`config.mk`:
```
export PLATFORM = sky130hd
export DESIGN_NAME = sliding_window_median_sum
export DESIGN_NICKNAME = d
export VERILOG_FILES = /design/src/hw/rtl/swms_pkg.sv /design/src/hw/rtl/sliding_window_median_sum.sv /design/src/hw/rtl/swms_ram.sv /design/src/hw/rtl/swms_datapath.sv /design/src/hw/rtl/swms_ctrl.sv
export SDC_FILE = /design/constraint.sdc
export NUM_CORES = 1
export LEC_CHECK = 0
export ABC_AREA = 0
export BUFFER_PORTS_ARGS = -buffer_cell sky130_fd_sc_hd__clkbuf_2
export CORE_MARGIN = 5
export CORE_UTILIZATION = 58
export CTS_BUF_LIST = sky130_fd_sc_hd__clkbuf_4 sky130_fd_sc_hd__clkbuf_8
export CTS_CLUSTER_SIZE = 30
export DETAILED_ROUTE_END_ITERATION = 16
export PLACE_DENSITY_LB_ADDON = 0.1
export SKIP_CTS_REPAIR_TIMING = 1
export SYNTH_ARGS = -nofsm -noshare
export SYNTH_HDL_FRONTEND = slang
export SYNTH_SLANG_ARGS = --single-unit
export TNS_END_PERCENT = 5
```
`constraint.sdc`:
```
create_clock -name clk -period 10.1 [get_ports clk]
set_input_delay 1.01 -clock clk [delete_from_list [all_inputs] [get_ports clk]]
set_output_delay 1.01 -clock clk [all_outputs]
set_load 0.05 [all_outputs]
```
`src/hw/rtl/swms_pkg.sv`:
```
// Shared types and constants for the sliding window median sum block.
// No dependencies.
package swms_pkg;
  localparam int MAX_WINDOW  = 64;
  localparam int SAMPLE_BITS = 16;
  localparam int SUM_BITS    = 48;
  localparam int PTR_BITS    = $clog2(MAX_WINDOW);
  localparam int CNT_BITS    = $clog2(MAX_WINDOW + 1);
  localparam int KCFG_BITS   = 7;
  localparam logic [SUM_BITS-1:0] SUM_MAX = {SUM_BITS{1'b1}};

  // controller -> datapath commands
  typedef struct packed {
    logic take;       // latch input word, write ring
    logic clear;      // start request: clear sequence state
    logic cand_ld;    // load candidate i from ring
    logic cand_nx;    // advance candidate index after a failed pass
    logic cmp_clr;    // clear less/leq counters
    logic cmp_rd;     // issue read for compare element j
    logic cmp_acc;    // accumulate compare of returned element
    logic finish;     // update sum, load output register
  } swms_cmd_t;

  // datapath -> controller status
  typedef struct packed {
    logic full;       // window filled after this sample
    logic last_i;     // candidate index at k-1
    logic last_j;     // all k compare reads issued
    logic hit;        // candidate is the wanted rank
  } swms_sts_t;
endpackage

```
`src/hw/rtl/sliding_window_median_sum.sv`:
```
// Sliding window lower-median filter with saturating running sum of medians.
// Depends on swms_pkg, swms_ctrl, swms_datapath, swms_ram.
//
// When the window is not yet full, a word is only written to the ring and
// no result is produced. Otherwise the median is found by rank counting over
// the ring RAM (one read port): each candidate tested costs one pass of
// compare reads over the k newest words, testing 1..k candidates in turn
// until one has the wanted rank. The next word is accepted in the cycle
// after the previous result has been taken.
module sliding_window_median_sum (
  input  logic                          clk,
  input  logic                          rst_n,
  input  logic                          cfg_we,
  input  logic [swms_pkg::KCFG_BITS-1:0] cfg_wdata,   // window_size
  input  logic                          in_tvalid,
  output logic                          in_tready,
  input  logic [15:0]                   in_tdata,     // [15:0] sample
  input  logic                          in_tuser,     // [0] start_req
  output logic                          out_tvalid,
  input  logic                          out_tready,
  output logic [63:0]                   out_tdata     // [15:0] median, [63:16] median_sum
);
  import swms_pkg::*;

  swms_cmd_t            cmd;
  swms_sts_t            sts;
  logic [KCFG_BITS-1:0] wsize_r;
  logic [15:0]          med;
  logic [SUM_BITS-1:0]  sum;

  // window size register
  always_ff @(posedge clk) begin
    if (!rst_n) begin
      wsize_r <= KCFG_BITS'(3);
    end else if (cfg_we) begin
      wsize_r <= cfg_wdata;
    end
  end

  swms_ctrl u_ctrl (
    .clk(clk), .rst_n(rst_n),
    .in_tvalid(in_tvalid), .in_tready(in_tready), .in_start(in_tuser),
    .out_tvalid(out_tvalid), .out_tready(out_tready),
    .cmd(cmd), .sts(sts)
  );

  swms_datapath u_dp (
    .clk(clk), .rst_n(rst_n), .cmd(cmd), .sts(sts),
    .window_size(wsize_r), .in_sample(in_tdata),
    .out_median(med), .out_sum(sum)
  );

  assign out_tdata = {sum, med};
endmodule

```
`src/hw/rtl/swms_ram.sv`:
```
// Generic single-port-write, one-read RAM with registered read data.
// No dependencies.
module swms_ram #(
  parameter int WIDTH = 16,
  parameter int DEPTH = 64
) (
  input  logic                     clk,
  input  logic                     we,
  input  logic [$clog2(DEPTH)-1:0] waddr,
  input  logic [WIDTH-1:0]         wdata,
  input  logic [$clog2(DEPTH)-1:0] raddr,
  output logic [WIDTH-1:0]         rdata
);
  logic [WIDTH-1:0] mem [DEPTH];

  always_ff @(posedge clk) begin
    if (we) begin
      mem[waddr] <= wdata;
    end
    rdata <= mem[raddr];
  end
endmodule

```
`src/hw/rtl/swms_datapath.sv`:
```
// Datapath: sample ring, rank selection counters, running sum, output word.
// Depends on swms_pkg and swms_ram.
module swms_datapath (
  input  logic                           clk,
  input  logic                           rst_n,
  input  swms_pkg::swms_cmd_t            cmd,
  output swms_pkg::swms_sts_t            sts,
  input  logic [swms_pkg::KCFG_BITS-1:0] window_size,
  input  logic [15:0]                    in_sample,
  output logic [15:0]                    out_median,
  output logic [swms_pkg::SUM_BITS-1:0]  out_sum
);
  import swms_pkg::*;

  logic [PTR_BITS-1:0]    wpos_r, wpos_nxt;
  logic [CNT_BITS-1:0]    fill_r, fill_nxt;
  logic [SUM_BITS-1:0]    sum_r, sum_nxt;
  logic [PTR_BITS-1:0]    i_r;
  logic [CNT_BITS-1:0]    j_r;
  logic [CNT_BITS-1:0]    less_r, leq_r;
  logic [SAMPLE_BITS-1:0] cand_r, rdata, med_r;
  logic [PTR_BITS-1:0]    raddr;
  logic [CNT_BITS-1:0]    k, rank;
  logic [PTR_BITS-1:0]    km1;
  logic [SUM_BITS:0]      sum_add;

  // effective window size and wanted rank
  always_comb begin
    if (window_size == '0) begin
      k = CNT_BITS'(1);
    end else if (window_size > KCFG_BITS'(MAX_WINDOW)) begin
      k = CNT_BITS'(MAX_WINDOW);
    end else begin
      k = CNT_BITS'(window_size);
    end
    rank = CNT_BITS'((k + CNT_BITS'(1)) >> 1);
    km1  = PTR_BITS'(k - CNT_BITS'(1));
  end

  // ring write pointer and fill count
  always_comb begin
    wpos_nxt = wpos_r;
    fill_nxt = fill_r;
    if (cmd.take) begin
      wpos_nxt = (cmd.clear ? '0 : wpos_r) + PTR_BITS'(1);
      fill_nxt = cmd.clear ? CNT_BITS'(1)
               : (fill_r < CNT_BITS'(MAX_WINDOW)) ? fill_r + CNT_BITS'(1) : fill_r;
    end
  end

  always_ff @(posedge clk) begin
    if (!rst_n) begin
      wpos_r <= '0;
      fill_r <= '0;
      sum_r  <= '0;
    end else begin
      wpos_r <= wpos_nxt;
      fill_r <= fill_nxt;
      sum_r  <= sum_nxt;
    end
  end

  // read address: element n back from newest is wpos-1-n
  always_comb begin
    if (cmd.cand_ld) begin
      raddr = wpos_r - PTR_BITS'(1) - i_r;
    end else begin
      raddr = wpos_r - PTR_BITS'(1) - PTR_BITS'(j_r);
    end
  end

  swms_ram #(.WIDTH(SAMPLE_BITS), .DEPTH(MAX_WINDOW)) u_ring (
    .clk   (clk),
    .we    (cmd.take),
    .waddr (cmd.clear ? '0 : wpos_r),
    .wdata (in_sample),
    .raddr (raddr),
    .rdata (rdata)
  );

  // selection indexes and counters
  always_ff @(posedge clk) begin
    // candidate index: restart on a new word, advance after a failed pass
    if (cmd.take) begin
      i_r <= '0;
    end else if (cmd.cand_nx) begin
      i_r <= i_r + PTR_BITS'(1);
    end
    if (cmd.cmp_clr) begin
      cand_r <= rdata;
      j_r    <= '0;
      less_r <= '0;
      leq_r  <= '0;
    end else begin
      if (cmd.cmp_rd) begin
        j_r <= j_r + CNT_BITS'(1);
      end
      if (cmd.cmp_acc) begin
        less_r <= less_r + CNT_BITS'(rdata <  cand_r);
        leq_r  <= leq_r  + CNT_BITS'(rdata <= cand_r);
      end
    end
  end

  assign sts.full   = (fill_nxt >= k);
  assign sts.last_i = (i_r == km1);
  assign sts.last_j = (j_r == k);
  assign sts.hit    = (less_r < rank) && (rank <= leq_r);

  // saturating sum and output register
  assign sum_add = {1'b0, sum_r} + (SUM_BITS+1)'(cand_r);
  always_comb begin
    sum_nxt = sum_r;
    if (cmd.take && cmd.clear) begin
      sum_nxt = '0;
    end else if (cmd.finish) begin
      sum_nxt = sum_add[SUM_BITS] ? SUM_MAX : sum_add[SUM_BITS-1:0];
    end
  end

  always_ff @(posedge clk) begin
    if (cmd.finish) begin
      med_r <= cand_r;
    end
  end

  assign out_median = med_r;
  assign out_sum    = sum_r;
endmodule

```
`src/hw/rtl/swms_ctrl.sv`:
```
// Controller FSM sequencing intake, rank search and result handoff.
// Depends on swms_pkg.
module swms_ctrl (
  input  logic                clk,
  input  logic                rst_n,
  input  logic                in_tvalid,
  output logic                in_tready,
  input  logic                in_start,
  output logic                out_tvalid,
  input  logic                out_tready,
  output swms_pkg::swms_cmd_t cmd,
  input  swms_pkg::swms_sts_t sts
);
  import swms_pkg::*;

  typedef enum logic [6:0] {
    S_IDLE = 7'b0000001,
    S_CAND = 7'b0000010,  // read candidate i
    S_CLR  = 7'b0000100,  // capture candidate, clear counters
    S_CMP  = 7'b0001000,  // issue first compare read
    S_TAIL = 7'b0010000,  // accumulate compare returns, issue further reads
    S_CHK  = 7'b0100000,  // check rank
    S_FIN  = 7'b1000000   // sum update, output load
  } state_t;

  state_t state_r, state_nxt;
  logic   ovalid_r, ovalid_nxt;
  logic   accept;

  // new word taken only in idle and once the previous result is gone
  assign in_tready  = (state_r == S_IDLE) && !ovalid_r;
  assign accept     = in_tvalid && in_tready;
  assign out_tvalid = ovalid_r;

  always_comb begin
    state_nxt  = state_r;
    ovalid_nxt = ovalid_r;
    cmd        = '0;
    if (ovalid_r && out_tready) begin
      ovalid_nxt = 1'b0;
    end
    case (state_r)
      S_IDLE: begin
        if (accept) begin
          cmd.take  = 1'b1;
          cmd.clear = in_start;
          if (sts.full) begin
            state_nxt = S_CAND;
          end
        end
      end
      S_CAND: begin
        state_nxt = S_CLR;
      end
      S_CLR: begin
        cmd.cmp_clr = 1'b1;
        state_nxt   = S_CMP;
      end
      S_CMP: begin
        cmd.cmp_rd  = 1'b1;
        state_nxt   = S_TAIL;
      end
      S_TAIL: begin
        cmd.cmp_acc = 1'b1;
        if (sts.last_j) begin
          state_nxt = S_CHK;
        end else begin
          cmd.cmp_rd = 1'b1;
        end
      end
      S_CHK: begin
        if (sts.hit || sts.last_i) begin
          state_nxt = S_FIN;
        end else begin
          cmd.cand_nx = 1'b1;
          state_nxt   = S_CAND;
        end
      end
      S_FIN: begin
        cmd.finish = 1'b1;
        ovalid_nxt = 1'b1;
        state_nxt  = S_IDLE;
      end
      default: begin
        state_nxt = S_IDLE;
      end
    endcase
    // candidate read address uses i during S_CAND
    if (state_r == S_CAND) begin
      cmd.cand_ld = 1'b1;
    end
  end

  always_ff @(posedge clk) begin
    if (!rst_n) begin
      state_r  <= S_IDLE;
      ovalid_r <= 1'b0;
    end else begin
      state_r  <= state_nxt;
      ovalid_r <= ovalid_nxt;
    end
  end
endmodule

```
==> qor.csv <==
stage;metric;value;unit
global_route;grt-ovfl-total;0;
worst_setup_path;crit_family;multiplexers;
die;die_y;296;microns
cells_and_area;regArea;34100;sq um
logic_synthesis;synth_top_area_share;66.7;%
cells_and_area;multi_input_area;12800;sq um
pwr;clockPowerShare;33.8;%
min_path;hold_path_class;in2reg;
worst_setup_path;worst-path-buf-inv;1;
pwr;p_switching;0.00316;W
worst_setup_path;path_cells;nor4_1, nand3_1, mux2_2, ha_4, fa_4, buf_4, mux4_2, mux4_2, mux4_2;
clocking;cts_inserted_buffers;185;
global_route;grt_pass1_wl;170000;microns
clocking;clkTransAtPathRegs;60;ps
sta;finalSetupTns;0;ps
route;wl;117000;microns
route;route.detailed.drc;0;
sta;drv_slew;0;
sta;fin_ws;4390;ps
clocking;cts_tree;yes;
sta;skew;38.9;ps
worst_setup_path;crit_slowest_cell;fa_4;
sta;fmax;175;MHz
die;num_io_pins;95;
sta;rsz0062_at_grt;no;
logic_synthesis;synth_area_per_cell;19.3;sq um
logic_synthesis;synthCells;2463;
logic_synthesis;synth_top_area_cell;edfxtp_1;
pwr;p_int;0.00851;W
global_route;grt_pass1_vias;25700;
logic_synthesis;synth_nets;2560;
placement;numPortBuffers;94;
clocking;cts_buffer_depth;3;
die;core.rowCount;105;
route;drtIter0Drc;2723;
cells_and_area;area_growth;12.2;%
logic_synthesis;synthFlopType;edfxtp_1;
worst_setup_path;critical_path.max_fanout;70;
clocking;clock-sinks;1175;
worst_setup_path;criticalPathCategory;reg2reg;
worst_setup_path;endpoint_kind;flop;
route;dr_total_vias;25500;
die;die_w;296;microns
sta;fin_crit_sh;56.6;%
global_route;grt_start_max_net_pins;141;
pwr;vdd_drop_max;0.195;mV
cells_and_area;fillers;5482;
sta;hold_violations;0;
worst_setup_path;arrival;6430;ps
pwr;power_density;219;nW/um^2
global_route;track_usage;27.1;%
placement;post-place-ws;4400;ps
die;dieArea;87700;sq um
global_route;antenna_found_initial;4;
worst_setup_path;cp_data_required_time;10810;ps
sta;max_slew.worst_pin.slew;1370;ps
logic_synthesis;ys_seq_elements;1175;
route;routedWlPerCell;29.7;microns
worst_setup_path;startpoint_type;flop;
route;ant_nets;0;
clocking;ctsRootBufferMaster;clkbuf_8;
cells_and_area;nNetsFinal;2811;
pwr;swShare;27.1;%
route;firstDrtPassIters;6;
logic_synthesis;yosys_warnings;0;
die;initial_core_util;58.1;%
outcome;status;finished clean;
placement;dpl.hpwl;67700;microns
clocking;clk_latency;860;ps
sta;slew_headroom;8.39;%
logic_synthesis;yosysMostFrequentCell;edfxtp_1;
logic_synthesis;synth_edf_count;1056;
pwr;power_frac_comb;19.1;%
sta;setup-violations-final;0;
pwr;leakage;17.5;nW
route;via_per_inst;6.45;
die;core-area;81700;sq um
placement;place.gp.congestion;0.868;
logic_synthesis;synth.area.top_cells;edfxtp_1 (67%), mux4_2 (16%), dfxtp_1 (5.0%), ha_1 (1.7%), nor2_1 (1.2%);
worst_setup_path;crit_top_cell;mux4_2;
clocking;cts_max_level;4;
cells_and_area;drive_gt1_share;30.1;%
logic_synthesis;ys_seq_area_share;71.8;%
pwr;seqPwrFrac;47.0;%
flow_run;cap_violations;0;
logic_synthesis;synthTopCellsByCount;edfxtp_1 (1056), mux4_2 (336), nor2_1 (155);
worst_setup_path;cpPeakStageDelay;1280;ps
logic_synthesis;async_flop_share;0;%
sta;fin_crit;5710;ps
logic_synthesis;syn_area;47500;sq um
logic_synthesis;synth_cell_type_count;81;
## cell families (layout without fill, tap and decap cells)
| logic type | after synthesis | count (layout) | share of synthesized area, % |
|---|---|---|---|
| buf+inv | 168 | 580 | 1.46 |
| fa+ha+maj | 68 | 68 | 1.82 |
| mux | 356 | 356 | 16.4 |
| simple gates | 413 | 413 | 4.32 |
| xor+xnor | 59 | 59 | 1.10 |
| other cells | 0 | 4 | 0 |
| flops | 1175 | 1175 | 71.8 |
| compound gates | 224 | 224 | 3.17 |
## power groups by stage
stage | combinational, W | sequential (W) | clock, W
6_report | 0.00223 | 0.00549 | 0.00395
5_1_grt | 0.00236 | 0.00549 | 0.00426
4_1_cts | 0.00227 | 0.00548 | 0.00402
3_5_place_dp | 0.00226 | 0.00559 | 0
3_3_place_gp | 0.00223 | 0.00558 | 0
2_1_floorplan | 0.00150 | 0.00550 | 0
## metrics by stage
step	utilization [%]	hold slack (ps)	std cells	total power, W	area [sq um]
finish	65.2	409	3949	0.0117	53300
detailed placement	60.7	476	3597	0.00784	49600
CTS	65.2	339	3945	0.0118	53300
global route	65.2	386	3947	0.0121	53300
global placement	60.7	468	3597	0.00781	49600
floorplan	-	408	2463	0.00700	47500
## final timing paths
path	from	endpoint	slack, ps	cells past startpoint
min	cfg_wdata[0]	wsize_r[0]	410	3
max	u_ctrl.state_r[2]	u_dp.u_ring.rdata[3]	4390	9
max reg2reg	u_ctrl.state_r[2]	u_dp.u_ring.rdata[3]	4390	9
min reg2reg	u_dp.less_r[0]	u_dp.less_r[0]	480	2
## final cells by class
type | count | area share [%]
Timing Repair Buffer | 177 | 2.12
Sequential cell | 1175 | 63.9
Multi-Input combinational cell | 1120 | 24.1
Tap cell | 1070 | 2.51
Antenna cell | 4 | 0.0188
Clock inverter | 90 | 0.979
Clock buffer | 258 | 5.94
Inverter | 55 | 0.387
## worst register-to-register path: stages, from the launching register on
cell	delay, ps
dfxtp_1	350
nor4_1	440
nand3_1	380
mux2_2	410
ha_4	170
fa_4	1280
buf_4	1020
mux4_2	480
mux4_2	580
mux4_2	490
## flip-flops by register name (all words and copies together), names as in the netlist, 6 cells and up
register,cells
u_dp.i_r,6
wsize_r,7
u_dp.u_ring.mem,1024
u_dp.u_ring.rdata,16
u_dp.out_median,16
u_dp.j_r,7
u_dp.out_sum,48
u_dp.leq_r,7
u_dp.fill_r,7
u_ctrl.state_r,7
u_dp.less_r,7
u_dp.wpos_r,6
u_dp.cand_r,16
## cell usage in the layout, fill, tap and decap left out, drive strengths merged, types with 32 or more instances in the layout
cell type,count
nand2,76
buf,83
nor2,155
edfxtp,1056
ha,66
mux4,336
a21oi,66
dfxtp,119
clkbuf,352
nor3,32
inv,63
o21ai,54
clkinv,77
xor2,33
nand3,33
## layer usage
| metal | global-route usage, % | vias up | routed length [microns] |
|---|---|---|---|
| li1 | - | 10700 | - |
| met4 | 9.06 | 2 | 3650 |
| met1 | 37.5 | 13300 | 45400 |
| met2 | 44.0 | 1305 | 57600 |
| met3 | 5.93 | 231 | 10700 |
| met5 | 0 | - | 19 |
(Power assumes the default switching activity.)
